File: src/rtl/mat_pkg.sv
`default_nettype none

package mat_pkg;

  // fixed field widths
  localparam int SAMPLE_W = 16;
  localparam int CFG_W = 7;

  // defaults
  localparam int MAX_LENGTH_DEF = 64;
  localparam int LEN_RESET = 8;

  // control for the row of sample cells
  typedef struct packed {
    logic clear;  // zero the cell
    logic shift;  // take the neighbour's value
  } cell_ctl_t;

endpackage

`default_nettype wire

File: src/rtl/mat_cell.sv
`default_nettype none

// One slot of the sample line: holds a sample and hands it on when shifted.
module mat_cell (
  input  wire                                  clk,
  input  wire                                  rst_n,
  input  wire mat_pkg::cell_ctl_t              ctl,
  input  wire logic signed [mat_pkg::SAMPLE_W-1:0] prev_d,
  output logic signed [mat_pkg::SAMPLE_W-1:0]      data_q
);

  logic signed [mat_pkg::SAMPLE_W-1:0] data_r;

  // cleared on reset and on a length write
  always_ff @(posedge clk) begin
    if (!rst_n || ctl.clear) begin
      data_r <= '0;
    end else if (ctl.shift) begin
      data_r <= prev_d;
    end
  end

  assign data_q = data_r;

endmodule

`default_nettype wire

File: src/rtl/mat_div.sv
`default_nettype none

// Bit-serial restoring divider: signed dividend, positive divisor,
// quotient truncated toward zero. DIVIDEND_W steps per division.
module mat_div #(
  parameter int DIVIDEND_W = 23,
  parameter int DIVISOR_W  = 7
) (
  input  wire                           clk,
  input  wire                           rst_n,
  input  wire                           start,
  input  wire logic signed [DIVIDEND_W-1:0] dividend,
  input  wire logic [DIVISOR_W-1:0]     divisor,
  output logic                          done,
  output logic signed [DIVIDEND_W-1:0]  quotient
);

  localparam int CNT_W = $clog2(DIVIDEND_W);

  logic                  busy_r;
  logic                  done_r;
  logic [CNT_W-1:0]      cnt_r;
  logic [DIVIDEND_W-1:0] a_r;
  logic [DIVISOR_W-1:0]  d_r;
  logic [DIVISOR_W-1:0]  rem_r;
  logic                  neg_r;

  logic [DIVISOR_W:0]    rem_sh;
  logic                  ge;
  logic [DIVISOR_W-1:0]  rem_nxt;
  logic [DIVIDEND_W-1:0] mag;

  // magnitude of the dividend; the most negative value maps onto itself
  assign mag = dividend[DIVIDEND_W-1] ? DIVIDEND_W'(-dividend) : DIVIDEND_W'(dividend);

  // one quotient bit per step
  always_comb begin
    rem_sh = {rem_r, a_r[DIVIDEND_W-1]};
    ge = (rem_sh >= {1'b0, d_r});
    if (ge) begin
      rem_nxt = DIVISOR_W'(rem_sh - {1'b0, d_r});
    end else begin
      rem_nxt = DIVISOR_W'(rem_sh);
    end
  end

  always_ff @(posedge clk) begin
    if (!rst_n) begin
      busy_r <= 1'b0;
      done_r <= 1'b0;
      cnt_r  <= '0;
    end else begin
      done_r <= 1'b0;
      if (start) begin
        busy_r <= 1'b1;
        cnt_r  <= '0;
      end else if (busy_r) begin
        cnt_r <= cnt_r + 1'b1;
        if (cnt_r == CNT_W'(DIVIDEND_W - 1)) begin
          busy_r <= 1'b0;
          done_r <= 1'b1;
        end
      end
    end
  end

  // datapath; quotient bits shift in behind the dividend bits
  always_ff @(posedge clk) begin
    if (start) begin
      a_r   <= mag;
      d_r   <= divisor;
      rem_r <= '0;
      neg_r <= dividend[DIVIDEND_W-1];
    end else if (busy_r) begin
      a_r   <= {a_r[DIVIDEND_W-2:0], ge};
      rem_r <= rem_nxt;
    end
  end

  assign done = done_r;
  assign quotient = neg_r ? $signed(-a_r) : $signed(a_r);

endmodule

`default_nettype wire

File: src/rtl/moving_average_trimmed.sv
// Flow per sample: shift it into the cell row, rotate the row once round for the
//   sum/min/max scan, then run the bit-serial divider for the window average and
//   again for the trimmed average; a window under three skips the second divide.
// A new sample is taken only in idle, once the previous result has gone into the
//   output register; output stalls hold the block.
// Reset (synchronous, rst_n low): cells cleared, window length 8 (or MAX_LENGTH
//   if smaller), no result pending. A length write clears the cells.
`default_nettype none

module moving_average_trimmed #(
  parameter int MAX_LENGTH = mat_pkg::MAX_LENGTH_DEF
) (
  input  wire                                  clk,
  input  wire                                  rst_n,
  input  wire                                  cfg_wr_en,
  input  wire logic [mat_pkg::CFG_W-1:0]       cfg_wr_data,
  input  wire                                  in_valid,
  output logic                                 in_stall,
  input  wire logic signed [mat_pkg::SAMPLE_W-1:0] in_sample,
  output logic                                 out_valid,
  input  wire                                  out_stall,
  output logic signed [mat_pkg::SAMPLE_W-1:0]  out_average,
  output logic signed [mat_pkg::SAMPLE_W-1:0]  out_trimmed_average,
  output logic                                 out_trimmed_valid
);

  localparam int SW    = mat_pkg::SAMPLE_W;
  localparam int LEN_W = $clog2(MAX_LENGTH + 1);
  localparam int IDX_W = $clog2(MAX_LENGTH);
  localparam int SUM_W = SW + 1 + $clog2(MAX_LENGTH);
  localparam int RST_LEN = (mat_pkg::LEN_RESET > MAX_LENGTH) ? MAX_LENGTH
                                                             : mat_pkg::LEN_RESET;

  typedef enum logic [4:0] {
    S_IDLE     = 5'b00001,
    S_SCAN     = 5'b00010,
    S_DIV_AVG  = 5'b00100,
    S_DIV_TRIM = 5'b01000,
    S_OUT      = 5'b10000
  } state_t;

  state_t                state_r, state_nxt;
  logic [LEN_W-1:0]      len_r, len_nxt;
  logic [IDX_W-1:0]      idx_r;
  logic signed [SUM_W-1:0] sum_r;
  logic signed [SW-1:0]  min_r, max_r;
  logic                  div_go_r;
  logic signed [SW-1:0]  avg_r;
  logic                  out_valid_r;
  logic signed [SW-1:0]  out_avg_r, out_trim_r;
  logic                  out_tvalid_r;
  logic signed [SW-1:0]  out_trim_hold;

  logic                  in_xfer;
  logic                  out_load;
  logic                  out_free;
  mat_pkg::cell_ctl_t    cell_ctl;
  logic signed [SW-1:0]  cell_q [MAX_LENGTH];
  logic signed [SW-1:0]  head_d;
  logic signed [SW-1:0]  tail;
  logic                  in_win;
  logic                  trim_ok;
  logic signed [SUM_W-1:0] trim_num;
  logic signed [SUM_W-1:0] div_dividend;
  logic [LEN_W-1:0]      div_divisor;
  logic                  div_done;
  logic signed [SUM_W-1:0] div_q;

  assign in_stall = (state_r != S_IDLE);
  assign in_xfer  = in_valid && !in_stall;
  assign out_free = !out_valid_r || !out_stall;
  assign out_load = (state_r == S_OUT) && out_free;

  // effective window length, clamped to 1..MAX_LENGTH
  always_comb begin
    len_nxt = len_r;
    if (cfg_wr_en) begin
      if (cfg_wr_data == '0) begin
        len_nxt = LEN_W'(1);
      end else if (int'(cfg_wr_data) > MAX_LENGTH) begin
        len_nxt = LEN_W'(MAX_LENGTH);
      end else begin
        len_nxt = LEN_W'(cfg_wr_data);
      end
    end
  end

  always_ff @(posedge clk) begin
    if (!rst_n) begin
      len_r <= LEN_W'(RST_LEN);
    end else begin
      len_r <= len_nxt;
    end
  end

  // row of cells: shift in the sample on transfer, then rotate once round
  assign cell_ctl.clear = cfg_wr_en;
  assign cell_ctl.shift = in_xfer || (state_r == S_SCAN);
  assign tail   = cell_q[MAX_LENGTH-1];
  assign head_d = (state_r == S_IDLE) ? in_sample : tail;

  for (genvar g = 0; g < MAX_LENGTH; g++) begin : g_cell
    if (g == 0) begin : g_head
      mat_cell u_cell (
        .clk    (clk),
        .rst_n  (rst_n),
        .ctl    (cell_ctl),
        .prev_d (head_d),
        .data_q (cell_q[g])
      );
    end else begin : g_body
      mat_cell u_cell (
        .clk    (clk),
        .rst_n  (rst_n),
        .ctl    (cell_ctl),
        .prev_d (cell_q[g-1]),
        .data_q (cell_q[g])
      );
    end
  end

  // tail holds slot idx_r during the scan; only slots below the length count
  assign in_win  = (LEN_W'(idx_r) < len_r);
  assign trim_ok = (len_r >= LEN_W'(3));

  always_ff @(posedge clk) begin
    if (in_xfer) begin
      idx_r <= IDX_W'(MAX_LENGTH - 1);
      sum_r <= '0;
      min_r <= {1'b0, {(SW-1){1'b1}}};
      max_r <= {1'b1, {(SW-1){1'b0}}};
    end else if (state_r == S_SCAN) begin
      idx_r <= idx_r - 1'b1;
      if (in_win) begin
        sum_r <= sum_r + SUM_W'(tail);
        if (tail < min_r) begin
          min_r <= tail;
        end
        if (tail > max_r) begin
          max_r <= tail;
        end
      end
    end
  end

  // shared divider: window average first, then, for a window of three or more, trimmed average
  assign trim_num     = sum_r - SUM_W'(min_r) - SUM_W'(max_r);
  assign div_dividend = (state_r == S_DIV_TRIM) ? trim_num : sum_r;
  assign div_divisor  = (state_r == S_DIV_TRIM) ? LEN_W'(len_r - LEN_W'(2)) : len_r;

  mat_div #(
    .DIVIDEND_W (SUM_W),
    .DIVISOR_W  (LEN_W)
  ) u_div (
    .clk      (clk),
    .rst_n    (rst_n),
    .start    (div_go_r),
    .dividend (div_dividend),
    .divisor  (div_divisor),
    .done     (div_done),
    .quotient (div_q)
  );

  // sequencer
  always_comb begin
    state_nxt = state_r;
    case (state_r)
      S_IDLE: begin
        if (in_xfer) begin
          state_nxt = S_SCAN;
        end
      end
      S_SCAN: begin
        if (idx_r == '0) begin
          state_nxt = S_DIV_AVG;
        end
      end
      S_DIV_AVG: begin
        if (div_done) begin
          state_nxt = trim_ok ? S_DIV_TRIM : S_OUT;
        end
      end
      S_DIV_TRIM: begin
        if (div_done) begin
          state_nxt = S_OUT;
        end
      end
      S_OUT: begin
        if (out_free) begin
          state_nxt = S_IDLE;
        end
      end
      default: state_nxt = S_IDLE;
    endcase
  end

  always_ff @(posedge clk) begin
    if (!rst_n) begin
      state_r  <= S_IDLE;
      div_go_r <= 1'b0;
    end else begin
      state_r  <= state_nxt;
      div_go_r <= ((state_r == S_SCAN) && (idx_r == '0)) ||
                  ((state_r == S_DIV_AVG) && div_done && trim_ok);
    end
  end

  // result holding
  always_ff @(posedge clk) begin
    if ((state_r == S_DIV_AVG) && div_done) begin
      avg_r <= div_q[SW-1:0];
    end
    if (out_load) begin
      out_avg_r    <= avg_r;
      out_tvalid_r <= trim_ok;
    end
    if ((state_r == S_DIV_TRIM) && div_done) begin
      out_trim_r <= div_q[SW-1:0];
    end else if ((state_r == S_DIV_AVG) && div_done && !trim_ok) begin
      out_trim_r <= '0;
    end
  end

  // result valid: set on load, dropped once the transfer goes
  always_ff @(posedge clk) begin
    if (!rst_n) begin
      out_valid_r <= 1'b0;
    end else if (out_load) begin
      out_valid_r <= 1'b1;
    end else if (!out_stall) begin
      out_valid_r <= 1'b0;
    end
  end

  assign out_valid           = out_valid_r;
  assign out_average         = out_avg_r;
  assign out_trimmed_average = out_trim_hold;
  assign out_trimmed_valid   = out_tvalid_r;

  // trimmed average staged into the output register on load
  always_ff @(posedge clk) begin
    if (out_load) begin
      out_trim_hold <= out_trim_r;
    end
  end

  // checks
  a_state_onehot : assert property (@(posedge clk) disable iff (!rst_n)
    $onehot(state_r)) else $error("sequencer state not one-hot");

  a_scan_to_div : assert property (@(posedge clk) disable iff (!rst_n)
    (state_r == S_SCAN) && (idx_r == '0) |=> (state_r == S_DIV_AVG) && div_go_r)
    else $error("scan end did not start the divider");

  a_div_done_state : assert property (@(posedge clk) disable iff (!rst_n)
    div_done |-> (state_r == S_DIV_AVG) || (state_r == S_DIV_TRIM))
    else $error("divider finished outside a divide phase");

  a_tvalid_len : assert property (@(posedge clk) disable iff (!rst_n)
    out_load |=> (out_trimmed_valid == (len_r >= LEN_W'(3))))
    else $error("trimmed flag disagrees with window length");

endmodule

`default_nettype wire

File: config.mk
export PLATFORM = sky130hd
export DESIGN_NAME = moving_average_trimmed
export DESIGN_NICKNAME = d
export VERILOG_FILES = /design/src/rtl/mat_pkg.sv /design/src/rtl/mat_cell.sv /design/src/rtl/mat_div.sv /design/src/rtl/moving_average_trimmed.sv
export SDC_FILE = /design/constraint.sdc
export NUM_CORES = 2
export LEC_CHECK = 0
export BUFFER_PORTS_ARGS = -buffer_cell sky130_fd_sc_hd__clkbuf_2
export CAP_MARGIN = 25
export CORE_MARGIN = 4
export CORE_UTILIZATION = 30
export CTS_BUF_LIST = sky130_fd_sc_hd__clkbuf_4 sky130_fd_sc_hd__clkbuf_8
export DETAILED_ROUTE_END_ITERATION = 8
export PLACE_DENSITY = 0.47
export SKIP_CTS_REPAIR_TIMING = 1
export SLEW_MARGIN = 20
export SYNTH_ARGS = -nofsm -noshare
export SYNTH_HDL_FRONTEND = slang
export SYNTH_SLANG_ARGS = --single-unit
File: constraint.sdc
create_clock -name clk -period 4.9 [get_ports clk]
set_input_delay 0.245 -clock clk [delete_from_list [all_inputs] [get_ports clk]]
set_output_delay 0.245 -clock clk [all_outputs]
set_load 0.02 [all_outputs]
==> flow_summary.yaml <==
worst_hold_path:
  hold_path_depth: 4
  min_path_type: "input port to flop"
  min_from: "in_sample[11]"
  whs_endpoint: "g_cell[0].g_head.u_cell.data_q[11]"
drt:
  num_vias: 36600
  drtIter0Drc: 2620
  ant_nets: 0
  finalWirelength_um: 105000
  drc_errors: 0
  post_drt_wl_per_cell_um: 13.2
  drt_first_pass_iters: 5
  vias_per_cell: 4.62
grt:
  grt_max_degree: 174
  grt_antenna_before_repair: 2
  overflow: 0
  grt_pass1_wl_um: 174000
  track_usage: 0.125
  grt_pass1_vias: 34300
yosys:
  synth_fa_ha_area_frac: 0.0365
  yosysUniqueCellTypes: 77
  synthMuxAreaShare: 0.0103
  syn_inst: 5727
  synth_xor_area_frac: 0.0139
  netlist_area_um2: 46800
  yosysSeqAreaShare: 0.538
  synth_top_family_by_area: "simple AND/OR/NAND/NOR gates"
  synth-seq-cells: 1209
  synth_top_area_frac: 0.476
  synth.top_cells.by_area: "dfxtp_1 48%, nand2_1 17%, a21oi_1 12%"
  synth-edff-count: 96
  synth.avg_cell_area_um2: 8.17
  synth_top_cell_by_area: "dfxtp_1"
  ys.flop_type: "dfxtp_1"
  syn_nets: 5877
  synth_compound_area_frac: 0.154
  async_flop_share: 0
  ys_warn_count: 0
  synthSimpleGateAreaFrac: 0.209
setup_path:
  r2r_cells: 13
  startpoint_type: "flop"
  cp.arrival_ns: 5.01
  regToRegStartpoint: "min_r[15]"
  path_class: "flop to flop"
  rrSetupSlack_ns: 0.51
  r2r-end: "u_div.a_r[6]"
  worst_path_largest_cell_delay_ns: 0.51
  end_kind: "flop"
  cp_max_fo: 23
  worstPathCellList: "inv_1 > fa_1 > ha_1 > nand2_1 > o31a_1 > o211ai_1 > a21oi_1 > o311ai_1 > mux2i_1 > nand3_2 > o21ai_0 > xor2_1 > mux2_2"
  cp_slowest_cell: "fa_1"
  cp.required_ns: 5.51
status:
  status: "completed"
sta:
  maxSlewViolCount: 0
  timing.setup.tns_ns: 0
  relSlewSlack: 0.404
  finalClockSkew_ns: 0.0620
  timing_hold_violations_final: 0
  setup_viol: 0
  fmax_mhz: 228
  min_period_ns: 4.39
  worst_slew_pin_slew_ns: 0.894
  period_share: 0.897
  finalWorstSetupSlack_ns: 0.507
  rsz0062_at_grt: "no"
clock_network:
  cts_buffer_depth: 3
  cts_tree: "yes"
  cts_buffers: 207
  cts_root_buffer: "clkbuf_8"
  cts_max_level: 4
  cts.sinks: 1209
  cts.reportedPaths.clkPinSlew_ns: 0.06
  clk_latency_ns: 0.92
place:
  gp_congestion: 0.793
  place_inst: 7500
  dp_hpwl_um: 61800
  place_ws_ns: 0.488
  postPlaceCellArea_um2: 48900
  port_buffers: 62
final_layout:
  drive_gt1_frac: 0.0913
  stdcell_area_um2: 54000
  layout_common_cells: "2171 x nand2_1, 1113 x dfxtp_1, 1090 x a21oi_1"
  nets: 5863
  fin_util: 0.349
  nFillCells: 16200
  stdcell_count: 7927
  final_common_cell: "nand2_1"
  area_growth_pct: 15.5
run:
  drv_cap: 0
floorplanning:
  die_h_um: 403
  ios: 63
  core_area_um2: 155000
  start_util: 0.303
  floorplan.die_area_um2: 162000
  chipWidth_um: 403
  num_rows: 144
power_and_ir_drop:
  power.leakage_uw: 0.0179
  p_per_area_nw_per_um2: 409
  ir_worst_vdd_mv: 0.245
## state kept, by name, summed over array words and instances, names as in the netlist, 5 cells and up
signal / flops
avg_r: 16
g_cell.g_body.u_cell.data_q: 1008
g_cell.g_head.u_cell.data_q: 16
idx_r: 6
len_r: 7
max_r: 16
min_r: 16
out_average: 16
out_trim_r: 16
out_trimmed_average: 16
state_r: 5
sum_r: 23
u_div.a_r: 23
u_div.cnt_r: 5
u_div.d_r: 7
u_div.rem_r: 7
## power by group
part | leakage (uW) | internal [uW] | switching [uW]
Clock | 0.00245 | 5620 | 4210
Combinational | 0.00566 | 503 | 1740
Sequential | 0.00975 | 9990 | 33.7
Total | 0.0179 | 16100 | 5990
## per-layer routing
metal	up-vias	GRT usage	share of wire
li1	18900	-	-
met2	437	0.190	0.43
met1	17100	0.175	0.50
met4	2	0.0440	0.024
met5	-	0	0.00016
met3	200	0.0285	0.038
## worst max-delay path, delay by kind of cell, from the launching register on
| family | cells | cell delay [ns] |
|---|---|---|
| simple gates | 2 | 0.47 |
| mux | 2 | 0.56 |
| xor+xnor | 1 | 0.09 |
| buf+inv | 1 | 0.38 |
| flops | 1 | 0.31 |
| fa+ha+maj | 2 | 0.88 |
| compound gates | 5 | 1.43 |
## final cells by class
class	instances	area, um^2	area share
Sequential cell	1209	25200	0.466
Multi-Input combinational cell	4049	19900	0.368
Clock buffer	341	4210	0.0779
Tap cell	2044	2560	0.0474
Timing Repair Buffer	165	1500	0.0277
Clock inverter	37	403	0.00746
Inverter	81	304	0.00563
Antenna cell	1	2.50	0.0000463
## through the flow
stage / total power (uW) / hold WS [ns]
detailed placement: 12500 / 0.405
floorplan: 11900 / 0.373
CTS: 22500 / -0.496
finish: 22100 / 0.186
global placement: 12500 / 0.403
global route: 23200 / 0.117
## Yosys cell counts, types with 16 or more instances
| master | number |
|---|---|
| o21ai_0 | 76 |
| edfxtp_1 | 96 |
| nor2_1 | 94 |
| dfxtp_1 | 1113 |
| fa_1 | 24 |
| and2_1 | 17 |
| nand4_1 | 18 |
| buf_1 | 16 |
| ha_1 | 98 |
| nand2_1 | 2172 |
| xor2_1 | 34 |
| clkbuf_1 | 364 |
| inv_1 | 81 |
| a211oi_1 | 16 |
| xnor2_1 | 40 |
| a311oi_1 | 17 |
| a21o_1 | 36 |
| nor2b_1 | 23 |
| and3_1 | 18 |
| nand3_1 | 47 |
| mux2i_1 | 30 |
| a21oi_1 | 1091 |
| nor3_1 | 34 |
## logic make-up (layout without fill, tap and decap cells)
family / Yosys count / after routing
xor+xnor: 74 / 74
buf+inv: 469 / 624
mux: 46 / 46
fa+ha+maj: 122 / 122
simple gates: 2478 / 2478
flops: 1209 / 1209
other cells: 0 / 1
compound gates: 1329 / 1329
## worst max-delay path by stage
stage	startpoint	to	slack (ns)	depth (start not counted)
final	min_r[15]	u_div.a_r[6]	0.51	13
after global routing	min_r[15]	u_div.a_r[10]	0.01	13
after CTS	min_r[15]	u_div.a_r[6]	0.46	13
after detailed placement	min_r[15]	u_div.a_r[19]	0.49	13
after global placement	min_r[15]	u_div.a_r[19]	0.50	13
after floorplan	state_r[4]	u_div.a_r[20]	1.06	16
No activity file was read; power rests on OpenSTA's default activity.
